==> src/hdl/eafd_pkg.sv <==
// Shared types and constants for the escaped API frame deframer.
package eafd_pkg;

    localparam int unsigned BYTE_W = 8;
    localparam int unsigned OFFS_W = 9;

    localparam logic [BYTE_W-1:0] ESC_BYTE       = 8'h7D;
    localparam logic [BYTE_W-1:0] START_BYTE     = 8'h7E;
    localparam logic [BYTE_W-1:0] ESC_XOR        = 8'h20;
    localparam logic [OFFS_W-1:0] LEN_EXTRA      = 9'd4;
    localparam logic [BYTE_W-1:0] RX_PACKET_KIND = 8'h90;

    localparam logic [OFFS_W-1:0] OFFS_LEN_LO = 9'd2;
    localparam logic [OFFS_W-1:0] OFFS_KIND   = 9'd3;

    // One raw link byte held in the input register.
    typedef struct packed {
        logic              valid;
        logic [BYTE_W-1:0] raw_byte;
    } t_in_beat;

    // One deframed result beat.
    typedef struct packed {
        logic [BYTE_W-1:0] frame_byte;
        logic [OFFS_W-1:0] byte_offset;
        logic [BYTE_W-1:0] frame_kind;
        logic              last_of_frame;
        logic              receive_packet;
    } t_result;

endpackage

==> src/hdl/eafd_in_reg.sv <==
// Input register stage: holds one raw byte until the deframing core takes it.
module eafd_in_reg (
    input  logic                            i_clk,
    input  logic                            i_rst_n,
    input  logic                            i_valid,
    output logic                            o_ready,
    input  logic [eafd_pkg::BYTE_W-1:0]     i_raw_byte,
    input  logic                            i_take,
    output eafd_pkg::t_in_beat              o_beat
);

    logic                         r_valid;
    logic [eafd_pkg::BYTE_W-1:0]  r_byte;

    // A new beat can enter whenever the stage is empty or drains this cycle.
    assign o_ready = !r_valid || i_take;

    always_ff @(posedge i_clk) begin
        if (!i_rst_n) begin
            r_valid <= 1'b0;
        end else if (o_ready) begin
            r_valid <= i_valid;
        end
    end

    always_ff @(posedge i_clk) begin
        if (i_valid && o_ready) begin
            r_byte <= i_raw_byte;
        end
    end

    assign o_beat = {r_valid, r_byte};

endmodule

==> src/hdl/eafd_core.sv <==
// Deframing core: unescape, frame tracking and the registered result beat.
module eafd_core (
    input  logic                i_clk,
    input  logic                i_rst_n,
    input  eafd_pkg::t_in_beat  i_beat,
    output logic                o_take,
    output logic                o_valid,
    input  logic                i_ready,
    output eafd_pkg::t_result   o_result
);

    logic                         r_esc_pending;
    logic [eafd_pkg::OFFS_W-1:0]  r_bytes_taken;
    logic [eafd_pkg::OFFS_W-1:0]  r_frame_total;
    logic [eafd_pkg::BYTE_W-1:0]  r_captured_kind;
    logic                         r_out_valid;
    eafd_pkg::t_result            r_result;

    logic                         n_esc_pending;
    logic [eafd_pkg::OFFS_W-1:0]  n_bytes_taken;
    logic [eafd_pkg::OFFS_W-1:0]  n_frame_total;
    logic [eafd_pkg::BYTE_W-1:0]  n_captured_kind;

    logic                         is_esc;
    logic [eafd_pkg::BYTE_W-1:0]  unesc_byte;
    logic [eafd_pkg::OFFS_W-1:0]  offs;
    logic [eafd_pkg::OFFS_W:0]    offs_plus1;
    logic                         emit;
    logic                         last;
    logic [eafd_pkg::BYTE_W-1:0]  kind_now;
    eafd_pkg::t_result            result_next;

    // The result register is free when empty or being read out this cycle.
    assign o_take = i_beat.valid && (!r_out_valid || i_ready);

    assign is_esc     = (i_beat.raw_byte == eafd_pkg::ESC_BYTE);
    assign unesc_byte = r_esc_pending ? (i_beat.raw_byte ^ eafd_pkg::ESC_XOR)
                                      : i_beat.raw_byte;
    assign offs       = r_bytes_taken;
    assign offs_plus1 = {1'b0, offs} + {{eafd_pkg::OFFS_W{1'b0}}, 1'b1};

    always_comb begin
        n_esc_pending   = r_esc_pending;
        n_bytes_taken   = r_bytes_taken;
        n_frame_total   = r_frame_total;
        n_captured_kind = r_captured_kind;
        emit            = 1'b0;
        last            = 1'b0;
        kind_now        = r_captured_kind;

        if (is_esc) begin
            n_esc_pending = 1'b1;
        end else begin
            n_esc_pending = 1'b0;
            if (offs == '0) begin
                // Hunting: only a start byte opens a frame.
                if (unesc_byte == eafd_pkg::START_BYTE) begin
                    emit            = 1'b1;
                    n_frame_total   = '0;
                    n_captured_kind = '0;
                    kind_now        = '0;
                end
            end else begin
                emit = 1'b1;
                if (offs == eafd_pkg::OFFS_LEN_LO) begin
                    n_frame_total = {1'b0, unesc_byte} + eafd_pkg::LEN_EXTRA;
                end else if (offs >= eafd_pkg::OFFS_KIND) begin
                    if (offs == eafd_pkg::OFFS_KIND) begin
                        n_captured_kind = unesc_byte;
                        kind_now        = unesc_byte;
                    end
                    last = (offs_plus1 >= {1'b0, r_frame_total});
                end
            end
            if (emit) begin
                n_bytes_taken = last ? '0 : offs_plus1[eafd_pkg::OFFS_W-1:0];
            end
        end
    end

    always_comb begin
        result_next.frame_byte     = unesc_byte;
        result_next.byte_offset    = offs;
        result_next.frame_kind     = kind_now;
        result_next.last_of_frame  = last;
        result_next.receive_packet = (kind_now == eafd_pkg::RX_PACKET_KIND);
    end

    always_ff @(posedge i_clk) begin
        if (!i_rst_n) begin
            r_esc_pending   <= 1'b0;
            r_bytes_taken   <= '0;
            r_frame_total   <= '0;
            r_captured_kind <= '0;
            r_out_valid     <= 1'b0;
        end else begin
            if (o_take) begin
                r_esc_pending   <= n_esc_pending;
                r_bytes_taken   <= n_bytes_taken;
                r_frame_total   <= n_frame_total;
                r_captured_kind <= n_captured_kind;
            end
            if (o_take) begin
                r_out_valid <= emit;
            end else if (i_ready) begin
                r_out_valid <= 1'b0;
            end
        end
    end

    always_ff @(posedge i_clk) begin
        if (o_take && emit) begin
            r_result <= result_next;
        end
    end

    assign o_valid  = r_out_valid;
    assign o_result = r_result;

endmodule

==> src/hdl/escaped_api_frame_deframer.sv <==
// Top level of the escaped API frame deframer.
//
//   Channel   Direction  Handshake           Payload
//   input     in         i_valid / o_ready   i_raw_byte
//   result    out        o_valid / i_ready   o_frame_byte, o_byte_offset, o_frame_kind,
//                                            o_last_of_frame, o_receive_packet
//
// One raw byte is accepted per cycle while the result register is not stalled; a byte
// that yields a result shows it after passing the input register and then the result register.
// Escape bytes and bytes seen while hunting for a start byte yield no result.
// Reset is synchronous, active low, and returns the block to hunting.
// A stalled result register holds the input register, which then drops o_ready.
module escaped_api_frame_deframer (
    input  logic                         i_clk,
    input  logic                         i_rst_n,
    input  logic                         i_valid,
    output logic                         o_ready,
    input  logic [eafd_pkg::BYTE_W-1:0]  i_raw_byte,
    output logic                         o_valid,
    input  logic                         i_ready,
    output logic [eafd_pkg::BYTE_W-1:0]  o_frame_byte,
    output logic [eafd_pkg::OFFS_W-1:0]  o_byte_offset,
    output logic [eafd_pkg::BYTE_W-1:0]  o_frame_kind,
    output logic                         o_last_of_frame,
    output logic                         o_receive_packet
);

    eafd_pkg::t_in_beat  in_beat;
    eafd_pkg::t_result   result;
    logic                core_take;

    eafd_in_reg u_in_reg (
        .i_clk      (i_clk),
        .i_rst_n    (i_rst_n),
        .i_valid    (i_valid),
        .o_ready    (o_ready),
        .i_raw_byte (i_raw_byte),
        .i_take     (core_take),
        .o_beat     (in_beat)
    );

    eafd_core u_core (
        .i_clk    (i_clk),
        .i_rst_n  (i_rst_n),
        .i_beat   (in_beat),
        .o_take   (core_take),
        .o_valid  (o_valid),
        .i_ready  (i_ready),
        .o_result (result)
    );

    assign o_frame_byte     = result.frame_byte;
    assign o_byte_offset    = result.byte_offset;
    assign o_frame_kind     = result.frame_kind;
    assign o_last_of_frame  = result.last_of_frame;
    assign o_receive_packet = result.receive_packet;

endmodule

==> config.mk <==
export PLATFORM = sky130hd
export DESIGN_NAME = escaped_api_frame_deframer
export DESIGN_NICKNAME = d
export VERILOG_FILES = /design/src/hdl/eafd_pkg.sv /design/src/hdl/eafd_in_reg.sv /design/src/hdl/eafd_core.sv /design/src/hdl/escaped_api_frame_deframer.sv
export SDC_FILE = /design/constraint.sdc
export NUM_CORES = 1
export LEC_CHECK = 0
export BUFFER_PORTS_ARGS = -buffer_cell sky130_fd_sc_hd__buf_2
export CORE_MARGIN = 2
export CORE_UTILIZATION = 48
export CTS_BUF_LIST = sky130_fd_sc_hd__clkbuf_4
export CTS_CLUSTER_SIZE = 12
export DETAILED_ROUTE_END_ITERATION = 7
export PLACE_DENSITY = 0.68
export SETUP_SLACK_MARGIN = 0.5
export SYNTH_ARGS = -nofsm -noshare
export SYNTH_HDL_FRONTEND = slang
export SYNTH_HIERARCHICAL = 1
export SYNTH_SLANG_ARGS = --single-unit
export TNS_END_PERCENT = 100
==> constraint.sdc <==
create_clock -name i_clk -period 7.27 [get_ports i_clk]
set_input_delay 1.454 -clock i_clk [delete_from_list [all_inputs] [get_ports i_clk]]
set_output_delay 1.454 -clock i_clk [all_outputs]
set_load 0.05 [all_outputs]
---- Word-level counts from Yosys, hierarchy flattened ----
Cells that the tools add are included.
cells by class
  $lt $le $gt $ge ......................... 2
  add/sub/neg operators ................... 2
  eq/ne operators ......................... 6
  shift-type cells ........................ 0
  mux-type cells .......................... 22
  bitwise logic cells ..................... 2
  multiply operators ...................... 0
  divide/modulo/power cells ............... 0
  reductions and logical operators ........ 12
operators with widths
  kind                  number
  $mux 8                6
  $mux 9                4
  $eq 9x2->1 const B    2
  $eq 8x7->1 const B    2
  $mux 1                11
  $add 9x1->10 const B  1
  $ge 10x9->1           1
  $add 8x3->9 const B   1
  $ge 9x2->1 const B    1
  $logic_not 9->1       1
  $eq 8x8->1 const B    1
  $mux 6                1
  $reduce_and 4->1      1
  $reduce_bool 2->1     2
  $logic_and 1x1->1     3
  $reduce_and 3->1      1
  $logic_not 1->1       2
  $logic_or 1x1->1      2
  $ne 2x2->1 const B    1
  $not 1->1             2
word-level totals
  bits in writable memories ............... 0
  ROM bits ................................ 0
  memories kept ........................... 0
  output and inout port bits .............. 29
  register bits ........................... 64
  bits in latches ......................... 0

---- Longest topological paths before layout ----
  word-level depth ........................ 8
  depth in mapped cells ................... 11
  depth with buffers taken out ............ 10

---- Cells and area by module ----
Netlist, hierarchy kept.
modules (own cells, without submodules)
  module       times used  area an instance (um^2)  cells each  sequential area each (um^2)
  eafd_core    1           2748.9                   265         1371.3
  eafd_in_reg  1           305.3                    14          260.2

---- Least setup slack after synthesis ----
No wires, ideal clock.
  kind .................................... input-to-output
  from .................................... input i_ready
  to ...................................... output o_ready
  data required time ...................... 5.816 ns
  path buffers ............................ 1
  slack ................................... 3.478 ns
  arrival time ............................ 2.338 ns
  stages on the path ...................... 5
  path through ............................ nand2b_1 -> nand2_1 -> inv_1 -> clkbuf_1 -> nand2b_4
between the ends
  cells in the longest elaborated chain, start to end .. 3
RTL lines
  what               RTL line                          source
  from (decl)        escaped_api_frame_deframer.sv:20  input logic i_ready,
  $logic_or 1x1->1   eafd_core.sv:34                   assign o_take = i_beat.valid && (!r_out_valid || i_ready);
  $logic_and 1x1->1  eafd_core.sv:34
  via core_take      escaped_api_frame_deframer.sv:30  logic core_take;
  $logic_or 1x1->1   eafd_in_reg.sv:16                 assign o_ready = !r_valid || i_take;
  to (decl)          escaped_api_frame_deframer.sv:17  output logic o_ready,
The timed path passes the listed nets, and every way through them passes these cells.

---- Final worst setup path ----
Same ends and word-level chain as after synthesis.

==> key figures <==
Place
  – Routability congestion estimate: between 0.8 and 0.9
  – Placed cell count: between 300 and 400
  – Dpl hpwl: 4020 um
  – DP Area: ~3300 sq um
  – IO buf count: 40

Clock tree
  – Clk pin slew, worst setup/hold paths: 0.11 ns
  – CTS Sinks: 64
  – CTS buffer count: 9
  – Hold-fix buffers at CTS: 0
  – Htree depth: 3
  – Root buf cell: clkbuf_4
  – Clock Latency Late Sink: roughly 0.41 ns
  – TritonCTS clock tree: built
  – Clock Tree Buf Depth: 2
  – Post-CTS sizing: 0
  – Setup bufs post-CTS: 0

Critical path
  – Crit path launch type: input port
  – Critical Path AT: approximately 2.6 ns
  – CP Capture Type: primary output
  – FF-to-FF Start: u_core/offs[0]$_SDFFE_PN0P_
  – Critical Path Start: i_ready
  – Crit-path max FO: 11
  – Req. time, crit path: approximately 5.8 ns
  – Reg2Reg Setup Slack: just over 4 ns
  – Critical path type: input port to primary output

Timing
  – Relative slew slack: 0.475
  – Endpoints failing setup: 0
  – RSZ-0062 raised after global routing: no
  – Final Max Slew Viols: 0
  – Crit share post-route: 0.559
  – Max Clock Freq: approximately 0.25 GHz
  – Hold WS: about 0.47 ns
  – Tmin final: 4.06 ns
  – Final hold violation count: 0
  – Worst Tran Pin Value: a little under 0.8 ns
  – Clk_skew: between 0.01 and 0.015 ns
  – TNS Setup: 0 ns

Hold path
  – Hold path startpoint: u_core/r_frame_total[8]$_SDFFE_PN0P_
  – HP Class: flop to flop

Finish
  – Diodes inserted: 0
  – Non-Filler Instances: 398
  – NumNets Final: roughly 340
  – Design area: 3400 sq um
  – Share of cells above drive strength 1: 0.212
  – Layout area overhead: 11.2%
  – Layout Utilization: 0.544

Routing
  – Routed wire length: about 6000 um
  – Vias per Instance: 5.47
  – DR pass1 iterations: 5
  – 1st-iter DRT viols: between 150 and 200
  – DR WL/cell: 15.2 um
  – DRT antenna net count: 0
  – DRC viols: 0
  – Vias post-DR: around 2.2k

Yosys
  – Warnings, synthesis: 6
  – Number of flops mapped to enable cells by yosys: 35
  – Seq cells post-synth: 64
  – Share of synthesized registers carrying an async set or reset: 0
  – Mapped Area: 3050 sq um
  – Syn_nets: between 300 and 400
  – Post-Syn Area per Cell: between 10 and 15 sq um
  – Synth Flop Type: edfxtp_1
  – Sequential fraction of the synthesis area: 0.534
  – Yosys cell types: 58
  – Cells after synthesis: 279

Die
  – # IOs: about 40
  – FP Rows: 29
  – Initial Utilization: 0.489
  – Core ar.: between 6000 and 7000 sq um
  – Die Height: between 80 and 90 um
  – Die width: 83.8 um
  – DIE AREA: 7020 sq um

Global route
  – Pin count of the biggest net entering global routing: 39
  – Number of global-route vias before repair: roughly 2.0k
  – Initial antenna violation count: 0
  – First-pass GRT wire length: 9950 um
  – Total GRT Usage: 0.182
  – Overflow after GRT: 0

Power
  – Pwr per Cell Area: between 150 and 200 nW/um^2
  – Leak pwr: approximately 1.3 nW
  – VDD IR max: between 0.0001 and 0.00015 V

Run status
  – Outcome: finished, final reports clean

Job
  – Max-cap violations: 0
power breakdown:
group / internal (W) / switching [W] / leakage [nW]
Sequential: 0.000384 / 0.00000672 / 0.594
Combinational: 0.00000979 / 0.0000144 / 0.682
Clock: 0.0000797 / 0.000123 / 0.0647
Total: 0.000473 / 0.000144 / 1.34
metal layers:
metal | GRT usage | share of wire | vias up
met5 | 0 | 0 | -
met4 | 0.0616 | 0.011 | 0
met3 | 0.0554 | 0.053 | 5
met2 | 0.271 | 0.46 | 53
met1 | 0.252 | 0.47 | 1033
li1 | - | - | 1086
Yosys cell counts (6+ instances only):
| library cell | number | share of area |
|---|---|---|
| edfxtp_1 | 35 | 0.34 |
| ha_1 | 13 | 0.053 |
| nand2_1 | 24 | 0.029 |
| dfxtp_1 | 29 | 0.19 |
| a21boi_0 | 10 | 0.025 |
| a22o_1 | 7 | 0.020 |
| xnor2_1 | 7 | 0.020 |
| nor2_1 | 9 | 0.011 |
| o21ai_0 | 13 | 0.021 |
| inv_1 | 16 | 0.020 |
| clkbuf_1 | 6 | 0.0074 |
| nand3_1 | 22 | 0.036 |
final timing paths:
| check | cells after the start | to |
|---|---|---|
| worst max-delay path | 6 | o_ready |
| worst min-delay path | 2 | u_core/r_frame_total[8]$_SDFFE_PN0P_ |
| worst max register to register | 9 | u_core/o_result[1]$_SDFFCE_PP0P_ |
| worst min register to register | 2 | u_core/r_frame_total[8]$_SDFFE_PN0P_ |
worst max-delay path: stages:
cell and delay [ns]:
buf_2 0.07, nand2b_1 0.10, nand2_1 0.15, inv_1 0.35
nand2b_4 0.22, buf_2 0.26
layout make-up:
cell class	instances	area [sq um]
Tap cell	77	96.3
Sequential cell	64	1630
Fill cell	559	2840
Timing Repair Buffer	41	208
Inverter	16	60.1
Clock inverter	4	21.3
Multi-Input combinational cell	184	1290
Clock buffer	12	90.1
layout by cell type, fill, tap and decap left out, drive strengths merged, types with 3 or more instances in the layout:
cell type / synthesis / final
a21boi: 15 / 15
nand2b: 3 / 3
xnor2: 7 / 7
nor2: 9 / 9
o21a: 4 / 4
edfxtp: 35 / 35
a21oi: 3 / 3
xor2: 5 / 5
and2: 7 / 7
nand2: 24 / 24
a22o: 7 / 7
buf: 7 / 41
nor3: 5 / 5
and3: 5 / 5
nor3b: 4 / 4
clkinv: 0 / 3
dfxtp: 29 / 29
clkbuf: 8 / 12
ha: 13 / 13
or3: 3 / 3
o21ai: 14 / 14
nand3: 23 / 23
inv: 16 / 16
nor2b: 5 / 5
flip-flops by register name, summed over array words and instances (netlist names):
name                    flops
u_in_reg/r_byte             8
u_core/r_frame_total        9
u_core/r_captured_kind      8
u_core/o_valid              1
u_core/offs                 9
u_in_reg/r_valid            1
u_core/o_result            27
u_core/r_esc_pending        1
kinds of logic (layout without fill, tap and decap cells):
family	after synthesis	count (layout)	share of synthesized area
AO/OA/AOI/OAI	60	60	0.144
XOR/XNOR	12	12	0.0369
adder cells (fa/ha/maj)	13	13	0.0533
buffers and inverters	31	73	0.0434
flip-flops	64	64	0.534
multiplexers	1	1	0.00328
AND/OR/NAND/NOR	98	98	0.185
metrics by stage:
| step | power (W) | setup slack (ns) |
|---|---|---|
| CTS | 0.000623 | 3.20 |
| global route | 0.000642 | 3.09 |
| floorplan | 0.000415 | 3.48 |
| finish | 0.000617 | 3.21 |
| detailed placement | 0.000423 | 3.19 |
| global placement | 0.000423 | 3.23 |
Power figures use the tool's default switching activity.
